==> config.mk <==
export PLATFORM = sky130hd
export DESIGN_NAME = masked_mean_and_stdev
export DESIGN_NICKNAME = d
export VERILOG_FILES = /design/src/rtl/core/mms_pkg.sv /design/src/rtl/core/mms_addsub.sv /design/src/rtl/core/masked_mean_and_stdev.sv
export VERILOG_INCLUDE_DIRS = /design/src /design/src/rtl/core
export SDC_FILE = /design/constraint.sdc
export NUM_CORES = 2
export LEC_CHECK = 0
export BUFFER_PORTS_ARGS = -buffer_cell sky130_fd_sc_hd__buf_2
export CAP_MARGIN = 20
export CORE_MARGIN = 4
export CORE_UTILIZATION = 60
export DETAILED_ROUTE_END_ITERATION = 7
export PLACE_DENSITY = 0.77
export SYNTH_ARGS = -nofsm -noshare
export SYNTH_HDL_FRONTEND = slang
export SYNTH_SLANG_ARGS = --single-unit
==> constraint.sdc <==
create_clock -name clk -period 11.6 [get_ports clk]
set_input_delay 1.74 -clock clk [delete_from_list [all_inputs] [get_ports clk]]
set_output_delay 1.74 -clock clk [all_outputs]
set_load 0.01 [all_outputs]
==> src/rtl/core/masked_mean_and_stdev_macros.svh <==
// Assertion macros shared by the statistics block.
// Included by the top level; needs nothing else.
`ifndef MASKED_MEAN_AND_STDEV_MACROS_SVH
`define MASKED_MEAN_AND_STDEV_MACROS_SVH

// Check expr in the same cycle that cond holds.
`define MMS_ASSERT_NOW(label, clk, rst_n, cond, expr, msg) \
    label: assert property (@(posedge clk) disable iff (!rst_n) (cond) |-> (expr)) \
        else $error(msg);

// Check expr in the cycle after cond holds.
`define MMS_ASSERT_NEXT(label, clk, rst_n, cond, expr, msg) \
    label: assert property (@(posedge clk) disable iff (!rst_n) (cond) |=> (expr)) \
        else $error(msg);

`endif

==> src/rtl/core/mms_pkg.sv <==
// Shared constants and types for the masked mean and deviation block.
// No dependencies; used by mms_addsub and masked_mean_and_stdev.
package mms_pkg;

    // Default configuration of the block
    localparam int SAMPLE_BITS_DEF = 16;
    localparam int MAX_COUNT_DEF   = 65535;
    localparam int FRAC_BITS_DEF   = 8;

    // Fixed port widths
    localparam int SAMPLE_W    = 16;
    localparam int RESULT_W    = 24;
    localparam int COUNT_OUT_W = 16;

    // The sum of squares and the variance numerator wrap at this width
    localparam int WRAP_W = 64;

    // Default width of the shared adder
    localparam int ALU_W_DEF = 64;

    // Shared adder operation
    typedef enum logic {
        ALU_ADD,
        ALU_SUB
    } alu_op_t;

endpackage

==> src/rtl/core/mms_addsub.sv <==
// Shared add/subtract unit used by every step of the result sequencer.
// Depends on mms_pkg for the operation code.
module mms_addsub
    import mms_pkg::*;
#(
    parameter int W = ALU_W_DEF
)(
    input  logic [W-1:0] op_a,
    input  logic [W-1:0] op_b,
    input  alu_op_t      op,
    output logic [W-1:0] res,
    output logic         carry
);

    logic [W-1:0] b_eff;
    logic         cin;
    logic [W:0]   total;

    // Select operand polarity and carry in
    always_comb
    begin
        unique case (op)
            ALU_ADD:
            begin
                b_eff = op_b;
                cin   = 1'b0;
            end
            ALU_SUB:
            begin
                b_eff = ~op_b;
                cin   = 1'b1;
            end
        endcase
    end

    // Carry out of a subtract means op_a >= op_b
    assign total = {1'b0, op_a} + {1'b0, b_eff} + (W+1)'(cin);
    assign res   = total[W-1:0];
    assign carry = total[W];

endmodule

==> src/rtl/core/masked_mean_and_stdev.sv <==
// Top level of the masked mean and standard deviation block.
// Depends on mms_pkg, mms_addsub and masked_mean_and_stdev_macros.svh.
//
// Usage:
//   Input channel item_valid/item_ready carries sample, include_req and last.
//   Items without last are taken one per cycle; an included sample updates
//   the count, sum and sum of squares in the transfer cycle, or at a full count sets the overflow flag.
//   An item with last closes the set. item_ready then drops while one shared
//   adder works through the result: n*sumsq (CNT_W steps), sum^2 (SUM_W
//   steps), one subtract, the square root (ROOT_W steps), root/n (ROOT_W
//   steps), one rounding add and the mean divide (NUM_W steps).
//   result_valid is registered and rises once the final state loads the result.
//   The result sits in an output register; the block keeps taking samples of
//   the next set while it waits. If the receiver stalls, a following last
//   item is held in the final state until the output register frees.
//   Accumulators clear when the result is loaded.
//   Reset clears the accumulators and the sequencer; no result is pending.
module masked_mean_and_stdev
    import mms_pkg::*;
#(
    parameter int SAMPLE_BITS = SAMPLE_BITS_DEF,
    parameter int MAX_COUNT   = MAX_COUNT_DEF,
    parameter int FRAC_BITS   = FRAC_BITS_DEF
)(
    input  logic                       clk,
    input  logic                       rst_n,
    input  logic                       item_valid,
    output logic                       item_ready,
    input  logic signed [SAMPLE_W-1:0] sample,
    input  logic                       include_req,
    input  logic                       last,
    output logic                       result_valid,
    input  logic                       result_ready,
    output logic signed [RESULT_W-1:0] mean_value,
    output logic [RESULT_W-1:0]        std_dev,
    output logic [COUNT_OUT_W-1:0]     sample_count,
    output logic                       empty_set,
    output logic                       count_overflow
);

`include "masked_mean_and_stdev_macros.svh"

    // Widths derived from the parameters
    localparam int CNT_W   = $clog2(MAX_COUNT + 1);
    localparam int SUM_W   = SAMPLE_BITS + CNT_W;
    localparam int SQR_W   = 2 * SAMPLE_BITS;
    localparam int SQ_FULL = CNT_W + 2 * SAMPLE_BITS - 2;
    localparam int SQ_W    = (SQ_FULL > WRAP_W) ? WRAP_W : SQ_FULL;
    localparam int D_FULL  = CNT_W + SQ_W;
    localparam int D_W     = (D_FULL > WRAP_W) ? WRAP_W : D_FULL;
    localparam int HOLD_W  = D_W + (D_W % 2);
    localparam int ROOT_W  = HOLD_W / 2 + FRAC_BITS;
    localparam int RW      = ROOT_W + 2;
    localparam int NUM_W   = SUM_W + FRAC_BITS + 1;
    localparam int QW      = (ROOT_W > NUM_W) ? ROOT_W : NUM_W;
    localparam int UW_A    = (D_W > RW) ? D_W : RW;
    localparam int UW      = (UW_A > NUM_W) ? UW_A : NUM_W;
    localparam int STEP_W  = $clog2(QW + 1);
    localparam int QX_W    = (NUM_W > RESULT_W) ? NUM_W : RESULT_W + 1;
    localparam int SX_W    = (ROOT_W > RESULT_W) ? ROOT_W : RESULT_W + 1;

    localparam int MEAN_POS_LIM = 2 ** (RESULT_W - 1) - 1;
    localparam int MEAN_NEG_MAG = 2 ** (RESULT_W - 1);
    localparam int RESULT_MAX   = 2 ** RESULT_W - 1;

    localparam logic [UW-1:0] D_MASK = {UW{1'b1}} >> (UW - D_W);

    typedef enum logic [3:0] {
        S_ACC,
        S_MULA,
        S_MULB,
        S_DIFF,
        S_SQRT,
        S_SDIV,
        S_MNUM,
        S_MDIV,
        S_OUT
    } state_t;

    // Control state
    state_t             state_reg, state_next;
    logic               result_valid_reg, result_valid_next;
    logic [CNT_W-1:0]   count_reg, count_next;
    logic [SUM_W-1:0]   sum_reg, sum_next;
    logic [SQ_W-1:0]    sumsq_reg, sumsq_next;
    logic               ovf_reg, ovf_next;
    logic [STEP_W-1:0]  step_reg, step_next;

    // Working and result registers
    logic [UW-1:0]       work_reg, work_next;
    logic [HOLD_W-1:0]   hold_reg, hold_next;
    logic [QW-1:0]       quo_reg, quo_next;
    logic [RESULT_W-1:0] std_reg, std_next;
    logic [RESULT_W-1:0] mean_out_reg, mean_out_next;
    logic [RESULT_W-1:0] std_out_reg, std_out_next;
    logic [COUNT_OUT_W-1:0] count_out_reg, count_out_next;
    logic                empty_out_reg, empty_out_next;
    logic                ovf_out_reg, ovf_out_next;

    // Sample decode
    logic [SAMPLE_BITS-1:0]        raw;
    logic signed [SAMPLE_BITS-1:0] s_val;
    logic [SAMPLE_BITS-1:0]        mag;
    logic [SQR_W-1:0]              sq;

    // Sequencer datapath
    logic               sum_neg;
    logic [SUM_W-1:0]   smag;
    logic [UW-1:0]      alu_a, alu_b, alu_res;
    alu_op_t            alu_op;
    logic               alu_carry;
    logic [RW-1:0]      rem_sq, trial;
    logic [CNT_W:0]     rem_dv;
    logic [UW-1:0]      mul_acc;
    logic               mul_bit;
    logic               step_last;
    logic [QW-1:0]      quo_shift;
    logic [QX_W-1:0]    q_ext;
    logic [SX_W-1:0]    sd_ext;
    logic [RESULT_W-1:0] mean_sat, std_sat;
    logic               load;

    // Take the low SAMPLE_BITS bits, sign-extend, square the magnitude
    assign raw   = SAMPLE_BITS'($unsigned(sample));
    assign s_val = $signed(raw);
    assign mag   = raw[SAMPLE_BITS-1] ? (~raw) + SAMPLE_BITS'(1) : raw;
    assign sq    = SQR_W'(mag) * SQR_W'(mag);

    // Magnitude of the running sum
    assign sum_neg = sum_reg[SUM_W-1];
    assign smag    = sum_neg ? (~sum_reg) + SUM_W'(1) : sum_reg;

    // Step operands
    assign rem_sq    = {work_reg[RW-3:0], hold_reg[HOLD_W-1 -: 2]};
    assign trial     = {quo_reg[ROOT_W-1:0], 2'b01};
    assign rem_dv    = {work_reg[CNT_W-1:0], quo_reg[QW-1]};
    assign mul_acc   = (work_reg << 1) & D_MASK;
    assign mul_bit   = quo_reg[QW-1];
    assign step_last = (step_reg == STEP_W'(1));
    assign quo_shift = {quo_reg[QW-2:0], alu_carry};

    // Saturate the mean and the deviation to the result width
    assign q_ext  = QX_W'(quo_reg[NUM_W-1:0]);
    assign sd_ext = SX_W'(quo_reg[ROOT_W-1:0]);

    always_comb
    begin
        if (sum_neg)
        begin
            mean_sat = (q_ext > QX_W'(MEAN_NEG_MAG)) ? RESULT_W'(MEAN_NEG_MAG)
                                                     : RESULT_W'(QX_W'(0) - q_ext);
        end
        else
        begin
            mean_sat = (q_ext > QX_W'(MEAN_POS_LIM)) ? RESULT_W'(MEAN_POS_LIM)
                                                     : RESULT_W'(q_ext);
        end
        std_sat = (sd_ext > SX_W'(RESULT_MAX)) ? RESULT_W'(RESULT_MAX) : RESULT_W'(sd_ext);
    end

    // Route operands to the shared adder
    always_comb
    begin
        alu_a  = '0;
        alu_b  = '0;
        alu_op = ALU_ADD;
        unique case (state_reg)
            S_MULA:
            begin
                alu_a = mul_acc;
                alu_b = mul_bit ? UW'(sumsq_reg) : '0;
            end
            S_MULB:
            begin
                alu_a = mul_acc;
                alu_b = mul_bit ? UW'(smag) : '0;
            end
            S_DIFF:
            begin
                alu_a  = UW'(hold_reg);
                alu_b  = work_reg;
                alu_op = ALU_SUB;
            end
            S_SQRT:
            begin
                alu_a  = UW'(rem_sq);
                alu_b  = UW'(trial);
                alu_op = ALU_SUB;
            end
            S_SDIV, S_MDIV:
            begin
                alu_a  = UW'(rem_dv);
                alu_b  = UW'(count_reg);
                alu_op = ALU_SUB;
            end
            S_MNUM:
            begin
                alu_a = UW'(smag) << FRAC_BITS;
                alu_b = UW'(count_reg >> 1);
            end
            S_ACC, S_OUT:
            begin
                alu_op = ALU_ADD;
            end
        endcase
    end

    mms_addsub #(
        .W (UW)
    ) u_addsub (
        .op_a  (alu_a),
        .op_b  (alu_b),
        .op    (alu_op),
        .res   (alu_res),
        .carry (alu_carry)
    );

    assign item_ready = (state_reg == S_ACC);
    assign load       = (state_reg == S_OUT) && (!result_valid_reg || result_ready);

    // Accumulate, sequence the result steps, load the output register
    always_comb
    begin
        state_next        = state_reg;
        result_valid_next = result_valid_reg;
        count_next        = count_reg;
        sum_next          = sum_reg;
        sumsq_next        = sumsq_reg;
        ovf_next          = ovf_reg;
        step_next         = step_reg;
        work_next         = work_reg;
        hold_next         = hold_reg;
        quo_next          = quo_reg;
        std_next          = std_reg;
        mean_out_next     = mean_out_reg;
        std_out_next      = std_out_reg;
        count_out_next    = count_out_reg;
        empty_out_next    = empty_out_reg;
        ovf_out_next      = ovf_out_reg;

        // Drop the result after its transfer
        if (result_valid_reg && result_ready)
        begin
            result_valid_next = 1'b0;
        end

        unique case (state_reg)
            S_ACC:
            begin
                if (item_valid)
                begin
                    if (include_req)
                    begin
                        if (count_reg == CNT_W'(MAX_COUNT))
                        begin
                            ovf_next = 1'b1;
                        end
                        else
                        begin
                            count_next = count_reg + CNT_W'(1);
                            sum_next   = sum_reg + SUM_W'(s_val);
                            sumsq_next = sumsq_reg + SQ_W'(sq);
                        end
                    end
                    if (last)
                    begin
                        quo_next   = QW'(count_next) << (QW - CNT_W);
                        work_next  = '0;
                        step_next  = STEP_W'(CNT_W);
                        state_next = S_MULA;
                    end
                end
            end
            S_MULA:
            begin
                work_next = alu_res & D_MASK;
                quo_next  = quo_reg << 1;
                step_next = step_reg - STEP_W'(1);
                if (step_last)
                begin
                    hold_next  = HOLD_W'(alu_res & D_MASK);
                    work_next  = '0;
                    quo_next   = QW'(smag) << (QW - SUM_W);
                    step_next  = STEP_W'(SUM_W);
                    state_next = S_MULB;
                end
            end
            S_MULB:
            begin
                work_next = alu_res & D_MASK;
                quo_next  = quo_reg << 1;
                step_next = step_reg - STEP_W'(1);
                if (step_last)
                begin
                    state_next = S_DIFF;
                end
            end
            S_DIFF:
            begin
                // Clamp a negative numerator to zero
                hold_next  = alu_carry ? HOLD_W'(alu_res) : '0;
                work_next  = '0;
                quo_next   = '0;
                step_next  = STEP_W'(ROOT_W);
                state_next = S_SQRT;
            end
            S_SQRT:
            begin
                work_next = alu_carry ? alu_res : UW'(rem_sq);
                quo_next  = quo_shift;
                hold_next = hold_reg << 2;
                step_next = step_reg - STEP_W'(1);
                if (step_last)
                begin
                    quo_next   = quo_shift << (QW - ROOT_W);
                    work_next  = '0;
                    step_next  = STEP_W'(ROOT_W);
                    state_next = S_SDIV;
                end
            end
            S_SDIV:
            begin
                work_next = alu_carry ? alu_res : UW'(rem_dv);
                quo_next  = quo_shift;
                step_next = step_reg - STEP_W'(1);
                if (step_last)
                begin
                    state_next = S_MNUM;
                end
            end
            S_MNUM:
            begin
                std_next   = std_sat;
                quo_next   = QW'(alu_res[NUM_W-1:0]) << (QW - NUM_W);
                work_next  = '0;
                step_next  = STEP_W'(NUM_W);
                state_next = S_MDIV;
            end
            S_MDIV:
            begin
                work_next = alu_carry ? alu_res : UW'(rem_dv);
                quo_next  = quo_shift;
                step_next = step_reg - STEP_W'(1);
                if (step_last)
                begin
                    state_next = S_OUT;
                end
            end
            S_OUT:
            begin
                if (load)
                begin
                    result_valid_next = 1'b1;
                    empty_out_next    = (count_reg == '0);
                    mean_out_next     = (count_reg == '0) ? '0 : mean_sat;
                    std_out_next      = (count_reg == '0) ? '0 : std_reg;
                    count_out_next    = COUNT_OUT_W'(count_reg);
                    ovf_out_next      = ovf_reg;
                    count_next        = '0;
                    sum_next          = '0;
                    sumsq_next        = '0;
                    ovf_next          = 1'b0;
                    state_next        = S_ACC;
                end
            end
        endcase
    end

    // Hold sequencer state, accumulators and result valid
    always_ff @(posedge clk or negedge rst_n)
    begin
        if (!rst_n)
        begin
            state_reg        <= S_ACC;
            result_valid_reg <= 1'b0;
            count_reg        <= '0;
            sum_reg          <= '0;
            sumsq_reg        <= '0;
            ovf_reg          <= 1'b0;
            step_reg         <= '0;
        end
        else
        begin
            state_reg        <= state_next;
            result_valid_reg <= result_valid_next;
            count_reg        <= count_next;
            sum_reg          <= sum_next;
            sumsq_reg        <= sumsq_next;
            ovf_reg          <= ovf_next;
            step_reg         <= step_next;
        end
    end

    // Advance working registers and result payload
    always_ff @(posedge clk)
    begin
        work_reg      <= work_next;
        hold_reg      <= hold_next;
        quo_reg       <= quo_next;
        std_reg       <= std_next;
        mean_out_reg  <= mean_out_next;
        std_out_reg   <= std_out_next;
        count_out_reg <= count_out_next;
        empty_out_reg <= empty_out_next;
        ovf_out_reg   <= ovf_out_next;
    end

    assign result_valid   = result_valid_reg;
    assign mean_value     = mean_out_reg;
    assign std_dev        = std_out_reg;
    assign sample_count   = count_out_reg;
    assign empty_set      = empty_out_reg;
    assign count_overflow = ovf_out_reg;

    // Closing a set stops intake on the next cycle
    `MMS_ASSERT_NEXT(a_last_blocks_intake, clk, rst_n, item_valid && item_ready && last, !item_ready, "intake still open after last transfer")

    // Saturating count never passes its bound
    `MMS_ASSERT_NOW(a_count_bound, clk, rst_n, 1'b1, count_reg <= CNT_W'(MAX_COUNT), "count above bound")

    // Empty set gives zero mean and deviation
    `MMS_ASSERT_NOW(a_empty_zero, clk, rst_n, result_valid && empty_set, mean_value == '0 && std_dev == '0, "empty set with nonzero result")

    // Loading a result presents it and clears the accumulators
    `MMS_ASSERT_NEXT(a_load_clears, clk, rst_n, load, result_valid && count_reg == '0 && sum_reg == '0 && !ovf_reg, "result load did not clear state")

    // Iterating states always have steps left
    `MMS_ASSERT_NOW(a_step_live, clk, rst_n, state_reg == S_MULA || state_reg == S_MULB || state_reg == S_SQRT || state_reg == S_SDIV || state_reg == S_MDIV, step_reg != '0, "iteration with no steps left")

endmodule
Word level (Yosys, flattened, before mapping)
Cells that the tools add are included.
{"block": "classes", "addsub": 9, "mul": 1, "order_cmp": 3, "n_eq_ne": 21, "muxes": 64, "bitwise": 4, "n_reduce_logical": 25}
{"cell": "case mux 62 bit (6 select lines)", "n": 2}
{"cell": "2-to-1 mux 62 bit", "n": 8}
{"cell": "case mux 62 bit (5 select lines)", "n": 1}
{"cell": "case mux 41 bit (7 select lines)", "n": 1}
{"cell": "2-to-1 mux 46 bit", "n": 5}
{"cell": "2-to-1 mux 32 bit", "n": 6}
{"cell": "case mux 62 bit (3 select lines)", "n": 1}
{"cell": "2-to-1 mux 41 bit", "n": 4}
{"cell": "case mux 62 bit (2 select lines)", "n": 1}
{"cell": "case mux 46 bit (2 select lines)", "n": 1}
{"cell": "2-to-1 mux 16 bit", "n": 5}
{"cell": "2-to-1 mux 24 bit", "n": 3}
{"cell": "case mux 32 bit (2 select lines)", "n": 1}
{"cell": "adder 62 x 62 -> 63 bit", "n": 1}
{"cell": "adder 63 x 1 -> 63 bit", "n": 1}
{"cell": "inverter 62 bit", "n": 1}
{"cell": "adder 46 x 32 -> 46 bit", "n": 1}
{"cell": "greater-than comparator 41 x 23 -> 1 bit (second input constant)", "n": 1}
{"cell": "greater-than comparator 41 x 24 -> 1 bit (second input constant)", "n": 1}
{"cell": "greater-than comparator 39 x 24 -> 1 bit (second input constant)", "n": 1}
{"cell": "case mux 4 bit (9 select lines)", "n": 1}
{"cell": "case mux 6 bit (6 select lines)", "n": 1}
{"cell": "adder 16 x 1 -> 16 bit (second input constant)", "n": 2}
{"cell": "adder 32 x 1 -> 32 bit (second input constant)", "n": 1}
{"cell": "36 further kinds", "n": 76}
{"block": "word_totals", "regBits": 361, "input_bits": 22, "out_inout_bits": 68, "elab_cells": 143}

Logic depth before layout (Yosys ltp)
{"block": "logic_depth", "ltp_word": 12, "ltp_mapped": 36, "depth_no_buf": 34}

Modules after synthesis
Synthesis repeated with hierarchy kept, for this count alone.
{"block": "unflattened", "hier_cells": 3679, "area_unflattened_um2": 33434.6}
{"mod": "masked_mean_and_stdev", "n_inst": 1, "cells_per_inst": 3085, "area_each_um2": 29253.1, "seq_area_each_um2": 10309.9}
{"mod": "mms_addsub", "n_inst": 1, "cells_per_inst": 594, "area_each_um2": 4181.5, "seq_area_each_um2": 0.0}

Worst setup path before layout
Ideal clock, no wire load.
{"block": "synth_timing", "path_kind": "input to register", "from": "in sample[0]", "to": "reg sumsq_reg[43]", "setup_ps": 113, "arrival_time_ps": 9460, "required_time_ps": 11487, "path_slack_ps": 2027, "stages": 32, "path_buffers": 2, "cell_sequence": "clkbuf_1 -> clkinv_1 -> ha_1 -> nand2_1 -> or3_1 -> or2_2 -> o41ai_1 -> xor2_1 -> inv_1 -> nand2_1 -> inv_1 -> fa_1 -> inv_1 -> fa_1 -> inv_1 -> fa_1 -> fa_1 -> fa_1 -> inv_1 -> fa_1 -> inv_1 -> ha_1 -> nand3_1 -> nor3_1 -> nand2_1 -> a31oi_1 -> o21ai_0 -> o21ai_0 -> a21oi_1 -> clkbuf_1 -> or4_1 -> a21oi_1"}
{"block": "synth_via", "elab_chain_cells": 9}
{"item": "from (decl)", "line": "masked_mean_and_stdev.sv:29", "text": "input logic signed [SAMPLE_W-1:0] sample,"}
{"item": "inverter 16 bit", "line": "masked_mean_and_stdev.sv:126", "text": "assign mag = raw[SAMPLE_BITS-1] ? (~raw) + SAMPLE_BITS'(1) : raw;"}
{"item": "adder 16 x 1 -> 16 bit", "line": "masked_mean_and_stdev.sv:126"}
{"item": "2-to-1 mux 16 bit (*)", "line": "masked_mean_and_stdev.sv:126"}
{"item": "multiplier 16 x 16 -> 32 bit (*)", "line": "masked_mean_and_stdev.sv:127", "text": "assign sq = SQR_W'(mag) * SQR_W'(mag);"}
{"item": "adder 46 x 32 -> 46 bit (*)", "line": "masked_mean_and_stdev.sv:262", "text": "sumsq_next = sumsq_reg + SQ_W'(sq);"}
{"item": "2-to-1 mux 46 bit (*)", "line": "masked_mean_and_stdev.sv:254", "text": "if (count_reg == CNT_W'(MAX_COUNT))"}
{"item": "2-to-1 mux 46 bit (*)", "line": "masked_mean_and_stdev.sv:252", "text": "if (include_req)"}
{"item": "2-to-1 mux 46 bit (*)", "line": "masked_mean_and_stdev.sv:250", "text": "if (item_valid)"}
{"item": "case mux 46 bit (2 select lines) (*)", "line": "masked_mean_and_stdev.sv:247", "text": "unique case (state_reg)"}
{"item": "to (signal assigned)", "line": "masked_mean_and_stdev.sv:388", "text": "sumsq_reg <= sumsq_next;"}
{"item": "to (decl)", "line": "masked_mean_and_stdev.sv:85", "text": "logic [SQ_W-1:0] sumsq_reg, sumsq_next;"}
Every way passes the cells marked *; elsewhere a longest branch is shown, timed or not. The select of a mux whose other input is x is not followed.
A chain may end at the register's enable or synchronous reset.

Final worst setup path
{"block": "layout_timing", "from": "in sample[0]", "to": "reg sumsq_reg[41]"}
The elaborated chain is that of the path after synthesis.

==> results.py <==
metrics = {
    "detailed_routing": {
        "drc": 37,
        "wl_per_cell_um": 23.46,
        "drtIter0Drc": 3680,
        "dr.pass1.iters": 8,
        "drt.antenna.violating_nets": 0,
        "wl_um": 103000,
        "vias_per_cell": 6.604,
        "vias": 29012,
    },
    "clock_network": {
        "clockRootBuffer": "clkbuf_16",
        "clk_pin_slew_ps": 60,
        "h-tree-depth": 2,
        "postCtsResizedCells": 0,
        "post_cts_buffers": 0,
        "cts_tree": "yes",
        "clkLatencyLatePin_ps": 570,
        "cts.sinks": 361,
        "postCtsHoldBufs": 0,
        "cts_made_buffers": 38,
        "cts_buffer_depth": 3,
    },
    "worst_setup_path": {
        "arrival_ps": 10490,
        "r2r_slack_ps": 4410,
        "max_stage_delay_ps": 670,
        "r2r-end": "hold_reg[47]$_DFFE_PP_",
        "reg2reg_depth": 20,
        "cp-end-kind": "flip-flop",
        "startpoint_type": "input port",
        "crit_start": "sample[0]",
        "cp.required_ps": 12000,
        "rr_startpoint": "state_reg[3]$_DFFE_PN0P_",
        "crit_path_max_fanout": 14,
        "endpoint": "sumsq_reg[41]$_DFFE_PN0P_",
        "crit_type": "input port to flip-flop",
        "slowest_stage": "a21oi_1",
    },
    "logic_synthesis": {
        "synth_top_area_frac": 0.2309,
        "postSynthCellCount": 3702,
        "yosysWarnings": 0,
        "synth_area_mm2": 0.03317,
        "avgSynthCellArea_um2": 8.959,
        "ys_types": 84,
        "synth_edf_count": 255,
        "yosysSeqAreaShare": 0.3109,
        "synth_top_flop_cell": "edfxtp_1",
        "synthTopCellsByArea": "edfxtp_1 (23%), fa_1 (12%), dfrtp_1 (8.0%)",
        "synth_area_leader_cell": "edfxtp_1",
        "ys_ff_latch": 361,
        "synthArstFlopShare": 0.2936,
    },
    "global_route": {
        "grt_overflow": 0,
        "grt_use_total": 0.3413,
        "grt_pass1_wl_um": 160300,
        "first_global_vias": 28398,
        "grt_start_max_net_pins": 158,
        "antenna_found_initial": 2,
    },
    "status": {
        "failed_checks": "design-rule violations",
        "status": "finished, violations left",
    },
    "sta": {
        "finalClockSkew_ps": 15.60,
        "setup_viol": 0,
        "max_freq_ghz": 0.09908,
        "finalSetupTns_ps": 0,
        "fin_crit_ps": 10090,
        "hold_viol": 0,
        "slew_headroom": 0.2527,
        "rsz0062_at_grt": "no",
        "min_period_over_period": 0.8701,
        "tightest_slew_ps": 1121,
        "maxSlewViolCount": 0,
    },
    "floorplanning": {
        "die-height_um": 243.1,
        "start_util": 0.6115,
        "die-area_mm2": 0.05910,
        "row_count": 85,
        "core_mm2": 0.05424,
        "die_x_um": 243.1,
        "io_pins": 90,
    },
    "finish": {
        "regArea_mm2": 0.01031,
        "finish.net_count": 4093,
        "diodes": 0,
        "fillerInstances": 4581,
        "multi_input_area_mm2": 0.02053,
        "drive_gt1_frac": 0.06627,
        "area.growth.synth_to_final_pct": 6.693,
    },
    "power": {
        "p_per_area_mw_per_mm2": 240.3,
        "total_power_mw": 8.503,
        "max-vdd-ir-drop_uv": 379.7,
        "p_leak_nw": 17.25,
    },
    "worst_hold_path": {
        "hold_path.class": "flip-flop to flip-flop",
    },
    "run": {
        "max_cap_violations": 0,
    },
    "placed_design": {
        "place_congestion": 0.9678,
        "place_hpwl_um": 76840,
        "port_buffers": 89,
    },
}
## cell usage after synthesis, types with 48 or more instances
master,number
a21oi_1,239
edfxtp_1,255
ha_1,206
and2_1,48
nand2b_1,61
a221oi_1,55
o21ai_0,276
dfrtp_1,106
nand3_1,56
a22o_1,113
nand2_1,372
inv_1,420
xor2_1,101
fa_1,197
clkbuf_1,200
nor2_1,224
nor3_1,49
a21o_1,79
xnor2_1,110
a222oi_1,60
## placed cells by master (no fill, tap or decap), types with 60 or more instances in the layout
cell type / instances
nor2_1: 218
xnor2_1: 110
buf_2: 88
nand2_1: 372
nand2b_1: 61
a21oi_1: 238
a222oi_1: 60
a21o_1: 79
fa_1: 197
xor2_1: 101
o21ai_0: 276
a22o_1: 113
inv_1: 418
ha_1: 206
edfxtp_1: 255
dfrtp_1: 105
## worst min-delay path by stage
stage,start,to,slack [ps],cells past startpoint
3_3_place_gp,ovf_reg$_DFFE_PN0P_,count_overflow$_DFFE_PP_,450,0
6_report,ovf_reg$_DFFE_PN0P_,count_overflow$_DFFE_PP_,460,0
4_1_cts,ovf_reg$_DFFE_PN0P_,count_overflow$_DFFE_PP_,450,0
2_1_floorplan,count_reg[12]$_DFFE_PN0P_,sample_count[12]$_DFFE_PP_,420,0
5_1_grt,ovf_reg$_DFFE_PN0P_,count_overflow$_DFFE_PP_,480,0
3_5_place_dp,ovf_reg$_DFFE_PN0P_,count_overflow$_DFFE_PP_,440,0
## through the flow
step	setup WS, ps	instance area, um^2	utilization	hold WS [ps]	std cells
after floorplan	2027	33200	-	423.1	3711
after global placement	1114	34140	0.6294	447.8	4322
after detailed placement	955.6	34150	0.6295	438.2	4323
after CTS	1528	35380	0.6522	453.0	4392
after global routing	731.2	35390	0.6524	483.2	4393
final	1507	35390	0.6524	456.0	4393
## routing by layer
layer	global-route usage	vias to the layer above	part of all wire
li1	-	13071	-
met1	0.4441	14075	0.38
met2	0.5531	1542	0.46
met3	0.06666	324	0.10
met4	0.1604	0	0.056
met5	0	-	0
## kinds of logic after synthesis
logic type	share of synthesized area
xor gates and xnor gates	0.05572
and+or+nand+nor	0.1377
adders and majority gates	0.1966
muxes	0.001245
other	0.0002264
AOI/OAI and AO/OA	0.2237
DFF	0.3109
buffers and inverters	0.07394
## final cells by class
class / count / share of cell area
clock inverter: 16 / 0.004915
clock buffer: 53 / 0.02991
multi-input combinational: 2700 / 0.5802
timing repair buffer: 138 / 0.02341
sequential: 361 / 0.2914
tap: 696 / 0.02461
inverter: 429 / 0.04554
## critical path, delay by kind of cell
| family | cells | cell delay (ps) |
|---|---|---|
| fa+ha+maj | 8 | 3700 |
| compound gates | 8 | 2170 |
| simple gates | 7 | 1480 |
| buf+inv | 8 | 1040 |
| xor+xnor | 1 | 350 |
## report_power, final
part           total [mW]          switching [mW]  internal, mW
logic                5.89                    3.47          2.42
clock network        1.25                   0.539         0.710
registers            1.37  0.00000000000000000976          1.37
total                8.50                    4.01          4.49
No activity file was read; power rests on OpenSTA's default activity.
